===== src/rtl/hbr_pkg.sv =====
package hbr_pkg;

   localparam int MAX_CHARS_DEF = 8;
   localparam int GLYPH_ROWS    = 7;
   localparam int GLYPH_COLS    = 5;

   localparam logic [2:0] SPACER_COL = 3'd5;

   localparam logic [47:0] BLOCK_PAIR_BYTES = 48'h8896e28896e2;
   localparam logic [47:0] SPACE_PAIR_BYTES = 48'h000000002020;
   localparam logic [47:0] NEWLINE_BYTES    = 48'h00000000000a;

   localparam logic [2:0] BC_BLOCK_PAIR = 3'd6;
   localparam logic [2:0] BC_SPACE_PAIR = 3'd2;
   localparam logic [2:0] BC_NEWLINE    = 3'd1;

   localparam logic [4:0] FONT_ROWS [16][GLYPH_ROWS] = '{
      '{5'h0e, 5'h13, 5'h15, 5'h19, 5'h11, 5'h11, 5'h0e},
      '{5'h02, 5'h06, 5'h0a, 5'h02, 5'h02, 5'h02, 5'h02},
      '{5'h0e, 5'h11, 5'h01, 5'h02, 5'h04, 5'h08, 5'h1f},
      '{5'h0e, 5'h11, 5'h01, 5'h06, 5'h01, 5'h11, 5'h0e},
      '{5'h02, 5'h06, 5'h0a, 5'h12, 5'h1f, 5'h02, 5'h02},
      '{5'h1f, 5'h10, 5'h1e, 5'h01, 5'h01, 5'h11, 5'h0e},
      '{5'h0e, 5'h11, 5'h10, 5'h1e, 5'h11, 5'h11, 5'h0e},
      '{5'h1f, 5'h01, 5'h02, 5'h04, 5'h08, 5'h08, 5'h08},
      '{5'h0e, 5'h11, 5'h11, 5'h0e, 5'h11, 5'h11, 5'h0e},
      '{5'h0e, 5'h11, 5'h11, 5'h0f, 5'h01, 5'h11, 5'h0e},
      '{5'h0e, 5'h11, 5'h11, 5'h11, 5'h1f, 5'h11, 5'h11},
      '{5'h1e, 5'h11, 5'h11, 5'h1e, 5'h11, 5'h11, 5'h1e},
      '{5'h0e, 5'h11, 5'h10, 5'h10, 5'h10, 5'h11, 5'h0e},
      '{5'h1c, 5'h12, 5'h11, 5'h11, 5'h11, 5'h12, 5'h1c},
      '{5'h1f, 5'h10, 5'h10, 5'h1c, 5'h10, 5'h10, 5'h1f},
      '{5'h1f, 5'h10, 5'h10, 5'h1e, 5'h10, 5'h10, 5'h10}
   };

   typedef struct packed {
      logic       start;
      logic [3:0] count;
   } hbr_load_type;

endpackage


===== src/rtl/hbr_lane.sv =====
module hbr_lane
   import hbr_pkg::*;
(
   input  logic [7:0] char_code,
   input  logic [2:0] glyph_row,
   output logic [4:0] row_bits
);

   logic [3:0] digit;

   always_comb begin
      digit = 4'd0;
      if (char_code inside {[8'h30:8'h39]}) begin
         digit = 4'(char_code - 8'h30);
      end else if (char_code inside {[8'h61:8'h66]}) begin
         digit = 4'(char_code - 8'h57);
      end else if (char_code inside {[8'h41:8'h46]}) begin
         digit = 4'(char_code - 8'h37);
      end
   end

   always_comb begin
      row_bits = 5'd0;
      if (glyph_row < 3'(GLYPH_ROWS)) begin
         row_bits = FONT_ROWS[digit][glyph_row];
      end
   end

endmodule


===== src/rtl/hbr_emitter.sv =====
module hbr_emitter
   import hbr_pkg::*;
#(
   parameter int MAX_CHARS = MAX_CHARS_DEF
)
(
   input  logic                        clock,
   input  logic                        reset,
   input  hbr_load_type                load,
   input  logic [MAX_CHARS*5-1:0]      glyph_bits,
   output logic                        busy,
   output logic                        rsp_valid,
   input  logic                        rsp_stall,
   output logic [47:0]                 rsp_out_bytes,
   output logic [2:0]                  rsp_byte_count,
   output logic                        rsp_row_done
);

   localparam int CW = $clog2(MAX_CHARS + 1);
   localparam int IW = (MAX_CHARS > 1) ? $clog2(MAX_CHARS) : 1;
   localparam logic [3:0] MAX_CNT = 4'(MAX_CHARS);

   logic [4:0]    bits_ff [MAX_CHARS];
   logic          busy_ff, busy_in;
   logic [CW-1:0] cnt_ff, cnt_in;
   logic [CW-1:0] chr_ff, chr_in;
   logic [2:0]    col_ff, col_in;
   logic          rsp_valid_ff, rsp_valid_in;
   logic [47:0]   bytes_ff, bytes_in;
   logic [2:0]    bcount_ff, bcount_in;
   logic          done_ff, done_in;

   logic          load_out;
   logic          last;
   logic [5:0]    glyph;
   logic          pixel;

   assign load_out = busy_ff && (!rsp_valid_ff || !rsp_stall);
   assign last     = (chr_ff == cnt_ff);
   assign glyph    = {bits_ff[chr_ff[IW-1:0]], 1'b0};
   assign pixel    = glyph[3'(SPACER_COL - col_ff)];

   always_comb begin
      busy_in      = busy_ff;
      cnt_in       = cnt_ff;
      chr_in       = chr_ff;
      col_in       = col_ff;
      bytes_in     = bytes_ff;
      bcount_in    = bcount_ff;
      done_in      = done_ff;
      rsp_valid_in = rsp_valid_ff && rsp_stall;
      if (load.start) begin
         busy_in = 1'b1;
         chr_in  = '0;
         col_in  = 3'd0;
         cnt_in  = (load.count > MAX_CNT) ? CW'(MAX_CHARS) : CW'(load.count);
      end
      if (load_out) begin
         rsp_valid_in = 1'b1;
         if (last) begin
            bytes_in  = NEWLINE_BYTES;
            bcount_in = BC_NEWLINE;
            done_in   = 1'b1;
            busy_in   = 1'b0;
         end else begin
            done_in = 1'b0;
            if (pixel) begin
               bytes_in  = BLOCK_PAIR_BYTES;
               bcount_in = BC_BLOCK_PAIR;
            end else begin
               bytes_in  = SPACE_PAIR_BYTES;
               bcount_in = BC_SPACE_PAIR;
            end
            if (col_ff == SPACER_COL) begin
               col_in = 3'd0;
               chr_in = chr_ff + 1'b1;
            end else begin
               col_in = col_ff + 3'd1;
            end
         end
      end
   end

   always_ff @(posedge clock) begin
      if (reset) begin
         busy_ff      <= 1'b0;
         rsp_valid_ff <= 1'b0;
         cnt_ff       <= '0;
         chr_ff       <= '0;
         col_ff       <= 3'd0;
      end else begin
         busy_ff      <= busy_in;
         rsp_valid_ff <= rsp_valid_in;
         cnt_ff       <= cnt_in;
         chr_ff       <= chr_in;
         col_ff       <= col_in;
      end
   end

   always_ff @(posedge clock) begin
      bytes_ff  <= bytes_in;
      bcount_ff <= bcount_in;
      done_ff   <= done_in;
      if (load.start) begin
         for (int j = 0; j < MAX_CHARS; j++) begin
            bits_ff[j] <= glyph_bits[j*5 +: 5];
         end
      end
   end

   assign busy           = busy_ff;
   assign rsp_valid      = rsp_valid_ff;
   assign rsp_out_bytes  = bytes_ff;
   assign rsp_byte_count = bcount_ff;
   assign rsp_row_done   = done_ff;

   a_col_range: assert property (@(posedge clock) disable iff (reset)
      busy_ff |-> col_ff <= SPACER_COL)
      else $error("Column counter out of range.");

   a_chr_range: assert property (@(posedge clock) disable iff (reset)
      busy_ff |-> chr_ff <= cnt_ff)
      else $error("Character index passed the count.");

   a_start_idle: assert property (@(posedge clock) disable iff (reset)
      load.start |-> !busy_ff)
      else $error("New row started while one was still being emitted.");

   a_newline_ends: assert property (@(posedge clock) disable iff (reset)
      load_out && last |=> !busy_ff && rsp_valid_ff && rsp_row_done)
      else $error("Newline transfer did not end the row.");

endmodule


===== src/rtl/hex_banner_row_renderer.sv =====
// Renders one row of a 5x7 hex banner as UTF-8 text. An item carries up to MAX_CHARS
// characters, a count and a glyph row; every character is decoded in its own lane, and
// the sequencer then emits one result per cycle while the result side does not stall:
// five pixel pairs and a spacer for each character, then a newline, so 6 * count + 1
// results in all. Requests are stalled while an item is emitted, and a new item is
// accepted once the newline has entered the single output register.
module hex_banner_row_renderer
   import hbr_pkg::*;
#(
   parameter int MAX_CHARS = MAX_CHARS_DEF
)
(
   input  logic        clock,
   input  logic        reset,
   input  logic        req_valid,
   output logic        req_stall,
   input  logic [63:0] req_text_chars,
   input  logic [3:0]  req_char_count,
   input  logic [2:0]  req_glyph_row,
   output logic        rsp_valid,
   input  logic        rsp_stall,
   output logic [47:0] rsp_out_bytes,
   output logic [2:0]  rsp_byte_count,
   output logic        rsp_row_done
);

   logic [MAX_CHARS*5-1:0] glyph_bits;
   logic                   busy;
   hbr_load_type           load;

   assign req_stall  = busy;
   assign load.start = req_valid && !busy;
   assign load.count = req_char_count;

   for (genvar j = 0; j < MAX_CHARS; j++) begin : g_lane
      hbr_lane u_lane (
         .char_code (req_text_chars[j*8 +: 8]),
         .glyph_row (req_glyph_row),
         .row_bits  (glyph_bits[j*5 +: 5])
      );
   end

   hbr_emitter #(
      .MAX_CHARS (MAX_CHARS)
   ) u_emitter (
      .clock          (clock),
      .reset          (reset),
      .load           (load),
      .glyph_bits     (glyph_bits),
      .busy           (busy),
      .rsp_valid      (rsp_valid),
      .rsp_stall      (rsp_stall),
      .rsp_out_bytes  (rsp_out_bytes),
      .rsp_byte_count (rsp_byte_count),
      .rsp_row_done   (rsp_row_done)
   );

endmodule

===== config.mk =====
export PLATFORM = sky130hd
export DESIGN_NAME = hex_banner_row_renderer
export DESIGN_NICKNAME = d
export VERILOG_FILES = /design/src/rtl/hbr_pkg.sv /design/src/rtl/hbr_lane.sv /design/src/rtl/hbr_emitter.sv /design/src/rtl/hex_banner_row_renderer.sv
export SDC_FILE = /design/constraint.sdc
export NUM_CORES = 1
export LEC_CHECK = 0
export BUFFER_PORTS_ARGS = -buffer_cell sky130_fd_sc_hd__buf_4
export CORE_MARGIN = 2
export CORE_UTILIZATION = 45
export CTS_CLUSTER_DIAMETER = 60
export CTS_CLUSTER_SIZE = 25
export DETAILED_ROUTE_END_ITERATION = 10
export PLACE_DENSITY = 0.7
export SLEW_MARGIN = 10
export SYNTH_ARGS = -nofsm -noshare
export SYNTH_HDL_FRONTEND = slang
export SYNTH_SLANG_ARGS = --single-unit

===== constraint.sdc =====
create_clock -name clock -period 3.4 [get_ports clock]
set_input_delay 0.68 -clock clock [delete_from_list [all_inputs] [get_ports clock]]
set_output_delay 0.68 -clock clock [all_outputs]
set_load 0.1 [all_outputs]

# ---- After elaboration in Yosys (flattened, before gate mapping)
# Memory sizes are Yosys's and may differ from the RTL's. A register that Yosys moved wholly into a read port is not among the register bits.
# Index checks and enable logic that the tools add are counted.
dict set report op_classes {
  n_addsub 27
  mul 0
  n_div 0
  order_cmp 60
  n_eq_ne 2
  n_shift 0
  n_mux 93
  bitwise_logic 9
  n_reduce_logical 31
}
# cell count
set ops {}
lappend ops {{35-bit two-way mux} 16}
lappend ops {{8-bit by 7-bit greater-or-equal comparator with 1-bit output (second input constant)} 16}
lappend ops {{8-bit by 7-bit less-or-equal comparator with 1-bit output (second input constant)} 16}
lappend ops {{5-bit binary-select mux with 3-bit select} 8}
lappend ops {{5-bit two-way mux} 24}
lappend ops {{4-bit two-way mux} 29}
lappend ops {{8-bit by 6-bit greater-or-equal comparator with 1-bit output (second input constant)} 8}
lappend ops {{8-bit by 6-bit less-or-equal comparator with 1-bit output (second input constant)} 8}
lappend ops {{4-bit by 3-bit subtractor with 4-bit output (second input constant)} 16}
lappend ops {{48-bit two-way mux} 1}
lappend ops {{5-bit greater-or-equal comparator (second input constant)} 8}
lappend ops {{4-bit inverter with 5-bit output} 8}
lappend ops {{4-bit by 1-bit subtractor with 4-bit output (second input constant)} 8}
lappend ops {{1-bit logical AND} 27}
lappend ops {{3-bit two-way mux} 6}
lappend ops {{1-bit two-way mux} 8}
lappend ops {{4-bit by 1-bit adder with 4-bit output (second input constant)} 1}
lappend ops {{4-bit == test} 1}
lappend ops {{4-bit greater-or-equal comparator (second input constant)} 1}
lappend ops {{4-bit greater-than comparator (second input constant)} 1}
lappend ops {{3-bit by 4-bit < comparator with 1-bit output (second input constant)} 1}
lappend ops {{3-bit inverter with 4-bit output} 1}
lappend ops {{3-bit by 1-bit adder with 3-bit output (second input constant)} 1}
lappend ops {{1-bit binary-select mux with 3-bit select} 1}
lappend ops {{other kinds (5)} 7}
dict set report totals {
  reg_bits 65
  latchBits 0
  mem_bits_rw 40
  mem_bits_ro 4480
  out_inout_bits 54
  wordCells 239
  memories 9
}
# name words width rd rd_clocked_by_memory_dff write_ports line
set mem_list {}
lappend mem_list {{(no name shown)} 16 35 1 0 0 hbr_lane.sv:25} ;# row_bits = FONT_ROWS[digit][glyph_row];
lappend mem_list {{(no name shown)} 16 35 1 0 0 hbr_lane.sv:25}
lappend mem_list {{(no name shown)} 16 35 1 0 0 hbr_lane.sv:25}
lappend mem_list {{(no name shown)} 16 35 1 0 0 hbr_lane.sv:25}
lappend mem_list {{(no name shown)} 16 35 1 0 0 hbr_lane.sv:25}
lappend mem_list {{(no name shown)} 16 35 1 0 0 hbr_lane.sv:25}
lappend mem_list {{3 more memories} n/a n/a n/a n/a n/a n/a}

# ---- Depth between registers and ports, before layout
# Gate-level depths: netlist of run 1.
dict set report logic_depth {
  depth_word 13
  depth_mapped 15
  ltp_nobuf 13
}

# ---- Modules after synthesis
# From an unflattened synthesis of run 1, not the netlist that was laid out.
dict set report unflattened {
  cells_unflattened 1617
  hier_area_um2 12037.8
}
# mod instances cells_each area_each_um2 seq_area_each_um2
set modules_own_cells {}
lappend modules_own_cells {{hbr_lane at g_lane[1].u_lane ...} 7 176 1141.1 0.0}
lappend modules_own_cells {hbr_emitter 1 211 2807.7 1641.6}
lappend modules_own_cells {{hbr_lane at g_lane[0].u_lane} 1 173 1228.7 0.0}
lappend modules_own_cells {hex_banner_row_renderer 1 1 13.8 0.0}

# ---- Worst setup path after synthesis of run 1
# Ideal clock, no wire load.
dict set report synth_timing {
  path_kind {input -> register}
  from {input port req_text_chars[40]}
  to {memory u_emitter.bits_ff[5][2] (data pin)}
  t_arrival_ns 3.068
  path_slack_ns 0.073
  path_stages 12
  cell_sequence {inv_1 > ha_1 > o21bai_1 > a21oi_1 > mux2_2 > nand2_1 > ha_1 > o21ai_0 > a21oi_1 > o21ai_1 > a32o_1 > a211o_1}
}
# element line
set synth_rtl {}
lappend synth_rtl {{start, declared} hex_banner_row_renderer.sv:17} ;# input logic [63:0] req_text_chars,
lappend synth_rtl {{end, declared} hbr_emitter.sv:23} ;# logic [4:0] bits_ff [MAX_CHARS];

==> flow_results.org, run 1 <==
** Synthesis
- The most used flip-flop cell after synthesis is edfxtp_1.
- After synthesis, the largest family of logic cells by area is compound AO/OA/AOI/OAI gates.
- Total number of yosys warnings :: 0
- In this run the mean area of a mapped cell was 7.37 sq um.
- Number of synthesized register bits :: 59
- Share of the synthesized area in compound gates (AO/OA/AOI/OAI) :: 0.408
- Measured against the total synthesized area, the mux share comes to 0.0474.
- XOR/XNOR share of the synthesized area :: 0.00879
- For this run, asynchronously set or reset flops after synthesis account for 0.
- Cell taking the most area after synthesis :: edfxtp_1
- Number of unique standard cell types used by synthesis :: 104
- Of the post-synthesis cell area, the dominant cell type holds 0.126.
- The synthesized design contains 46 enable-type register cells.
- In the synthesized netlist, the cells that appear most often are a21oi_1, nand2_1, nor2_1, o21ai_0, nand3_1.
- Sorting the synthesized cells by area gives the leading types as edfxtp_1, ha_1, a21oi_1.
- Post-synthesis sequential area ratio :: 0.150
- The synthesized netlist occupies a cell area of 11000 sq um.
- Of the total synthesized cell area, the portion taken by full adders, half adders and majority gates is 0.0788.
- Synth Instances :: 1487
- Post-Synth Simple-Gate Area :: 0.209
- Most repeated cell in the gate-level netlist after synthesis :: a21oi_1

** STA
- Worst rel slew slack :: 0.327
- Final Skew :: 0.00597 ns
- Unrepaired setup endpoints after global routing :: false
- Final number of setup-violating endpoints :: 0
- The final count of pins violating max slew is 0.
- Based on the critical path, the design can be clocked at up to 318 MHz.
- At the pin with the least slew margin, the transition time is 1.01 ns.
- Final hold violations :: 0
- Of the available clock period, the critical path in the final layout requires 0.924.
- The worst path needs 3.14 ns of the cycle, external delays included.

** Clock tree
- The root buffer cell chosen for the clock tree is clkbuf_16.
- Worst skew pair latency :: 0.33 ns
- Buffers inserted to repair hold after CTS numbered 0.
- Number of clock sinks seen by CTS :: 59
- Bufs on Longest Clock Path :: 2
- H-Tree Depth :: 3
- Clock tree synthesis inserted a total of 9 buffers.
- Clock tree from TritonCTS :: yes
- After clock tree synthesis, the clock-pin slew on the worst setup and hold paths is 0.05 ns.

** Critical path
- Cell with the largest stage delay on the worst path :: or3b_2
- Crit Path Class :: in -> reg
- Highest fanout seen on the critical path :: 12
- Crit path required time :: 3.47 ns
- STA classifies the critical path startpoint as an input port.
- In this design, the critical path's most frequently occurring cell is nand2_1.
- Cell breakdown of the critical path :: buf_4 -> inv_1 -> ha_1 -> or3b_2 -> o2111a_1 -> a21o_1 -> inv_1 -> buf_12 -> ha_1 -> nand2_1 -> nand2_1 -> nand2_1 -> a222oi_1
- CP Capture Type :: flip-flop
- Arrival time worst endpoint :: 3.21 ns
- Slowest Stage Delay on Critical Path :: 0.48 ns

** Routing
- The routed layout has 13159 vias.
- Residual antenna-violating net count after detailed routing :: 0
- Final wirelength :: 37.7 mm
- Using the TritonRoute via totals, the vias-per-cell ratio works out to 6.67.
- Initial detailed-routing violation count :: 1708
- After detailed routing, the average wire length per cell comes to 19.1 microns.
- Number of DRC violations after detailed routing :: 0
- The first detailed-routing pass took 9 iterations.

** Floorplan
- In this run the vertical extent of the chip is 160 microns.
- The die covers 25600 sq um.
- Pin placement for this block handled 129 I/O pins.
- The initial utilization of the core area, before any placement, comes to 0.455.
- Number of core rows :: 57
- Width of the die :: 160 microns
- The core region is 24100 sq um.

** Layout
- Summing all non-filler instances in the final layout gives an area of 13000 sq um.
- After filler insertion, the fill cell instance count of the layout stands at 2324.
- Once layout is complete, the utilization of the core stands at 0.540.
- Compared with the post-synthesis result, the final layout area differs by 18.8%.
- 0 antenna diodes ended up in the layout.
- In the final design database the tool counted 1788 nets.
- Fraction of final layout cells sized beyond drive strength 1 :: 0.226

** Power and ir drop
- Internal Dissipation :: 1.95 mW
- Share of total power in combinational logic :: 0.473
- Proportion of power drawn by the clock network :: 0.263
- Of the total power, the share spent switching nets is 0.422.
- Switching Power :: 1.43 mW
- After layout, the design draws a total of 3.38 mW.
- Register share of total power :: 0.264
- The worst-case IR drop observed on VDD is 0.244 mV.
- The analysis attributes to cell leakage a power of 5.17 nW.
- Dividing total power by cell area gives a power density of 259 nW/um^2.

** Placed design
- The HPWL after detailed placement is 28.0 mm.
- Number of buffers added on ports :: 102
- After detailed placement, the total cell area comes to 12700 sq um.
- Global placement routability congestion :: 0.997

** Global routing
- The via count of the first global-routing pass was 11770.
- Across every metal layer, demand over resource in global routing totals 0.277.
- The number of antenna violations at the first check in global routing came to 0.
- For this run the aggregate overflow at the end of global routing stands at 0.
- Entering global routing, the biggest net connects 48 pins.
- Global-route wire length before repair :: 60.0 mm

** Run
- The tool flagged a number of max-cap violations equal to 0.

** Outcome
- The run finished with clean final reports.

** Worst hold path
- The min-delay analysis places its worst path in the category reg -> reg.
## cell type report
class	count	area, sq um	share of cell area
well taps	324	405	0.0311
flip-flops and latches	59	1640	0.126
clock buffers	10	229	0.0176
inverters	49	184	0.0141
multi-input cells	1242	8340	0.641
clock inverters	6	56.3	0.00432
repair buffers	283	2160	0.166
## final timing paths
kind                                    start                                       end  slack [ns]  cells past startpoint
max                         req_text_chars[0]     u_emitter.bits_ff[0][2]$_SDFFCE_PP0P_        0.26                     13
min          u_emitter.cnt_ff[3]$_SDFFE_PP0P_          u_emitter.cnt_ff[3]$_SDFFE_PP0P_        0.48                      2
max reg2reg    u_emitter.chr_ff[0]$_SDFF_PP0_  u_emitter.rsp_out_bytes[1]$_SDFFCE_PP1P_        0.78                      6
min reg2reg  u_emitter.cnt_ff[3]$_SDFFE_PP0P_          u_emitter.cnt_ff[3]$_SDFFE_PP0P_        0.48                      2
## critical path: cells and delay by family
family          cells  cell delay (ns)
simple gates        4             0.72
compound gates      3             0.71
buf+inv             4             0.62
fa+ha+maj           2             0.48
## state kept, by name (all words and copies together), names as in the netlist
register / cells
u_emitter.bits_ff: 40
u_emitter.busy: 1
u_emitter.chr_ff: 4
u_emitter.cnt_ff: 4
u_emitter.col_ff: 3
u_emitter.rsp_byte_count: 2
u_emitter.rsp_out_bytes: 3
u_emitter.rsp_row_done: 1
u_emitter.rsp_valid: 1
## timing repair
item                                    CTS  global route
setup buffers                             0             0
endpoints found under the setup margin    0             1
resized for setup                         0             1
## logic make-up (layout without fill, tap and decap cells)
kind of cell,after synthesis,after routing
mux,35,35
compound gates,641,641
fa+ha+maj,69,69
flops,59,59
buf+inv,211,348
simple gates,460,460
other cells,1,26
xor+xnor,11,11
## per-stage QoR
step / TNS, ns / std cells / hold slack (ns) / worst slack, ns
floorplan: 0 / 1512 / 0.442 / 0.0734
global placement: -0.0758 / 1957 / 0.459 / -0.0758
detailed placement: -0.168 / 1957 / 0.472 / -0.150
CTS: 0 / 1973 / 0.479 / 0.178
global route: 0 / 1973 / 0.505 / 0.0438
finish: 0 / 1973 / 0.476 / 0.259
## power groups by stage
stage                     clock network, mW  registers [mW]  logic [mW]
after floorplan                           0           0.938        1.07
after global placement                    0           0.902        1.55
after detailed placement                  0           0.902        1.56
after CTS                             0.894           0.890        1.56
after global routing                  0.922           0.894        1.70
final                                 0.888           0.892        1.60
## cell usage in the layout, fill, tap and decap left out, types with 10 or more instances in the layout
cell type and count:
inv_1 44, mux4_2 12, o21ai_0 109, mux2i_1 13, buf_4 280, nand2b_1 19, o2111ai_1 13, conb_1 26
o22ai_1 12, and2_1 13, o211ai_1 49, nand4_1 10, nor3_1 33, ha_1 69, a311oi_1 13, nor4_1 10
a211oi_1 28, dfxtp_1 13, nand3_1 73, edfxtp_1 46, nand2_1 132, o311ai_0 10, a22oi_1 12, o21a_1 11
a31oi_1 38, a32oi_1 16, a221oi_1 10, a21oi_1 147, nor2_1 109, o2bb2ai_1 10, a21o_1 17
## layer usage
layer  share of wire  GRT usage
met5               0          0
met4           0.034     0.0827
met3            0.11     0.0525
met2            0.46      0.458
met1            0.40      0.367
Note: power is estimated with default switching activity, not from simulation.
==> run 2: changes to the inputs <==
Settings changed: PLACE_DENSITY 0.7 to 0.67.
Clock period 3.4 ns to 2.91 ns, I/O delays scaled along.
==> run 2 against run 1 <==
Compared with the run above:
- combinational power grew 32%
- non-clock buffer count grew 195
- global-route usage grew 2.4 points
==> flow_results.org, run 2 (synthesized netlist as in run 1, its figures left out) <==
** Routing
- The average via count per standard cell is 6.36 (was 6.67).
- The remaining number of nets flagged by the antenna check after routing is 0 (unchanged).
- Initial detailed-routing violation count :: 1865 (was 1708)
- Final wirelength :: 40.2 mm (was 37.7 mm)
- Number of DRC violations after detailed routing :: 0 (unchanged)
- Vias post-DR :: 13797 (was 13159)
- Drt first pass iters :: 6 (was 9)
- The routed length per placed instance was 18.6 microns (was 19.1 microns).

** STA
- Unrepaired setup endpoints after global routing: true (was false).
- Final Skew :: 0.00972 ns (was 0.00597 ns)
- Fmax :: 353 MHz
- The minimum setup slack in the final design was 0.0759 ns (was 0.259 ns).
- The final setup violation count is 0 (unchanged).
- Final clock period utilization by the worst path :: 0.974
- The number of endpoints with negative hold slack in the final report was 0 (unchanged).
- The tightest slew margin relative to the limit is 0.488 (was 0.327).
- Setup total negative slack :: 0 ns (unchanged)
- Fin crit period :: 2.83 ns
- The slew at the pin closest to its max-slew limit came to 0.764 ns (was 1.01 ns).
- Number of max-slew violations in the final report :: 0 (unchanged)

** Layout
- The commonest non-fill, non-tap cell in the layout is buf_4 (unchanged).
- Layout overhead on the synthesized area :: 36.7% (was 18.8%)
- The final design utilization came to 0.622 (was 0.540).
- The share of final-layout standard cells stronger than drive strength 1 came to 0.351 (was 0.226).
- Largest registers ranked by flip-flop count: u_emitter.bits_ff x40, u_emitter.chr_ff x4, u_emitter.cnt_ff x4 (unchanged).
- The number of nets in the layout is 1983 (was 1788).
- Number of flip-flops in the largest register :: 40 (unchanged)
- The count of antenna diodes in the layout was 0 (unchanged).
- The register ranked first by flip-flop count is u_emitter.bits_ff (unchanged).
- Commonest cells after routing, fill and taps aside :: buf_4, a21oi_1, nand2_1 (unchanged)
- Finished layout cell area :: 15000 sq um (was 13000 sq um)

** Power and ir drop
- Switching Power :: 1.71 mW (was 1.43 mW)
- The share of total power in sequential cells was 0.252 (was 0.264).
- Leakage power summed over all cells :: 6.15 nW (was 5.17 nW)
- Sw Share :: 0.415 (was 0.422)
- Max rail drop VDD :: 0.291 mV (was 0.244 mV)
- The part of the total power dissipated in combinational logic was 0.510 (was 0.473).
- Pwr per Cell Area :: 275 nW/um^2 (was 259 nW/um^2)
- Total power :: 4.13 mW (was 3.38 mW)
- The internal cell power came to 2.41 mW (was 1.95 mW).
- Proportion of power drawn by the clock network :: 0.238 (was 0.263)

** Placed design
- The post-placement worst setup slack was -0.312 ns (was -0.150 ns).
- Number of buffers added on ports :: 102 (unchanged)
- The estimated wirelength of the detail-placed design came to 30.9 mm (was 28.0 mm).
- The routability congestion estimate came to 1.01 (was 0.997).
- Placement Cell Area :: 14500 sq um (was 12700 sq um)

** Floorplan
- The die extent in x came to 160 microns (unchanged).
- The placeable core region was 24100 sq um (unchanged).
- The initial core utilization came to 0.455 (unchanged).
- The boundary pin count came to 129 (unchanged).
- The number of placement rows came to 57 (unchanged).
- Chip Height :: 160 microns (unchanged)
- The area of the die was 25600 sq um (unchanged).

** Worst hold path
- The type of the tightest min-delay check is reg -> reg (unchanged).

** Critical path
- Crit Path Class :: in -> reg (unchanged)
- The required time of the critical path was 3.04 ns (was 3.47 ns).
- The kind of end point of the critical path is a flip-flop (unchanged).
- Cell breakdown of the critical path :: buf_4 -> inv_1 -> ha_4 -> nor3b_4 -> nor4_4 -> buf_4 -> a22o_1 -> buf_4 -> ha_4 -> or3_1 -> a211oi_2 -> a2111oi_1 -> o2bb2ai_1 (was buf_4 -> inv_1 -> ha_1 -> or3b_2 -> o2111a_1 -> a21o_1 -> inv_1 -> buf_12 -> ha_1 -> nand2_1 -> nand2_1 -> nand2_1 -> a222oi_1)
- The slowest library cell on the worst path is or3_1 (was or3b_2).
- The nature of the critical path startpoint is an input port (unchanged).
- Crit path top cell by count :: buf_4 (was nand2_1)
- Arrival time worst endpoint :: 2.96 ns (was 3.21 ns)
- Slowest Stage Delay on Critical Path :: 0.37 ns (was 0.48 ns)
- Highest fanout seen on the critical path :: 6 (was 12)

** Global routing
- Aggregate global-route resource usage :: 0.301 (was 0.277)
- Global-route wire length before repair :: 64.7 mm (was 60.0 mm)
- Vias in the first global route :: 12977 (was 11770)
- Number of antenna violations at the first check in global routing :: 0 (unchanged)
- The leftover overflow at the end of global routing came to 0 (unchanged).
- Maximum number of pins on one net before global-route repair :: 41 (was 48)

** Clock tree
- The clock latency on the worst-skew pair came to 0.33 ns (about the same).
- Bufs on Longest Clock Path :: 2 (unchanged)
- The number of H-tree levels is 3 (unchanged).
- The number of hold buffers added after cts was 0 (unchanged).
- Clock tree from TritonCTS :: yes (unchanged)
- Clock slew at the register clock pins of the worst setup and hold paths :: 0.05 ns (about the same)
- Root Buffer Master :: clkbuf_16 (unchanged)
- Number of clock sinks seen by CTS :: 59 (unchanged)
- The number of clock buffers inserted by TritonCTS came to 9 (unchanged).

** Outcome
- Run status :: completed (unchanged)

** Run
- Max capacitance violation total :: 0 (unchanged)
[run 2: cell count changes in the layout (fill, tap and decap cells not counted), sizes merged]
| cell | change |
|---|---|
| bufinv | -1 |
| inv | +1 |
| clkinv | -2 |
| buf | +195 |
| clkbuf | +2 |
[run 2: path summary, 6_finish.rpt]
check	slack [ns]	to	startpoint	cells after the start
min reg2reg	0.47	u_emitter.cnt_ff[3]$_SDFFE_PP0P_	u_emitter.cnt_ff[3]$_SDFFE_PP0P_	2
max reg2reg	0.53	u_emitter.rsp_out_bytes[1]$_SDFFCE_PP1P_	u_emitter.chr_ff[0]$_SDFF_PP0_	7
min	0.47	u_emitter.cnt_ff[3]$_SDFFE_PP0P_	u_emitter.cnt_ff[3]$_SDFFE_PP0P_	2
max	0.08	u_emitter.bits_ff[6][0]$_SDFFCE_PP0P_	req_text_chars[48]	13
[run 2: repair_timing]
item,in CTS,in global routing
endpoints found under the setup margin,0,27
buffers inserted,0,4
resized for setup,0,53
[run 2: final cells by class]
type | count | area (sq um)
clock inverters | 4 | 22.5
inverters | 49 | 203
well taps | 324 | 405
fillers | 2162 | 9120
flip-flops and latches | 59 | 1640
multi-input cells | 1242 | 8820
clock buffers | 12 | 258
repair buffers | 478 | 3640
[run 2: critical path, delay by kind of cell]
family / cells / cell delay (ns)
AND/OR/NAND/NOR: 3 / 0.65
AO/OA/AOI/OAI: 4 / 0.75
buffers and inverters: 4 / 0.58
adder cells (fa/ha/maj): 2 / 0.41
[run 2: routing by layer]
metal,global-route usage,up-vias,wire length (microns)
met4,0.105,0,1390
met2,0.506,826,18700
met5,0,-,0
met1,0.398,6388,16600
met3,0.0364,163,3510
li1,-,6420,-
[run 2: power by group through the flow]
stage	sequential, mW	combinational, mW	clock, mW
after floorplan	1.10	1.30	0
after global placement	1.05	2.01	0
after detailed placement	1.05	2.03	0
after CTS	1.04	2.04	0.993
after global routing	1.04	2.24	1.03
final	1.04	2.11	0.982
[run 2: per-stage QoR]
step | hold slack (ns) | cells
CTS | 0.480 | 2164
detailed placement | 0.473 | 2148
global route | 0.501 | 2168
finish | 0.475 | 2168
floorplan | 0.442 | 1512
global placement | 0.456 | 2148
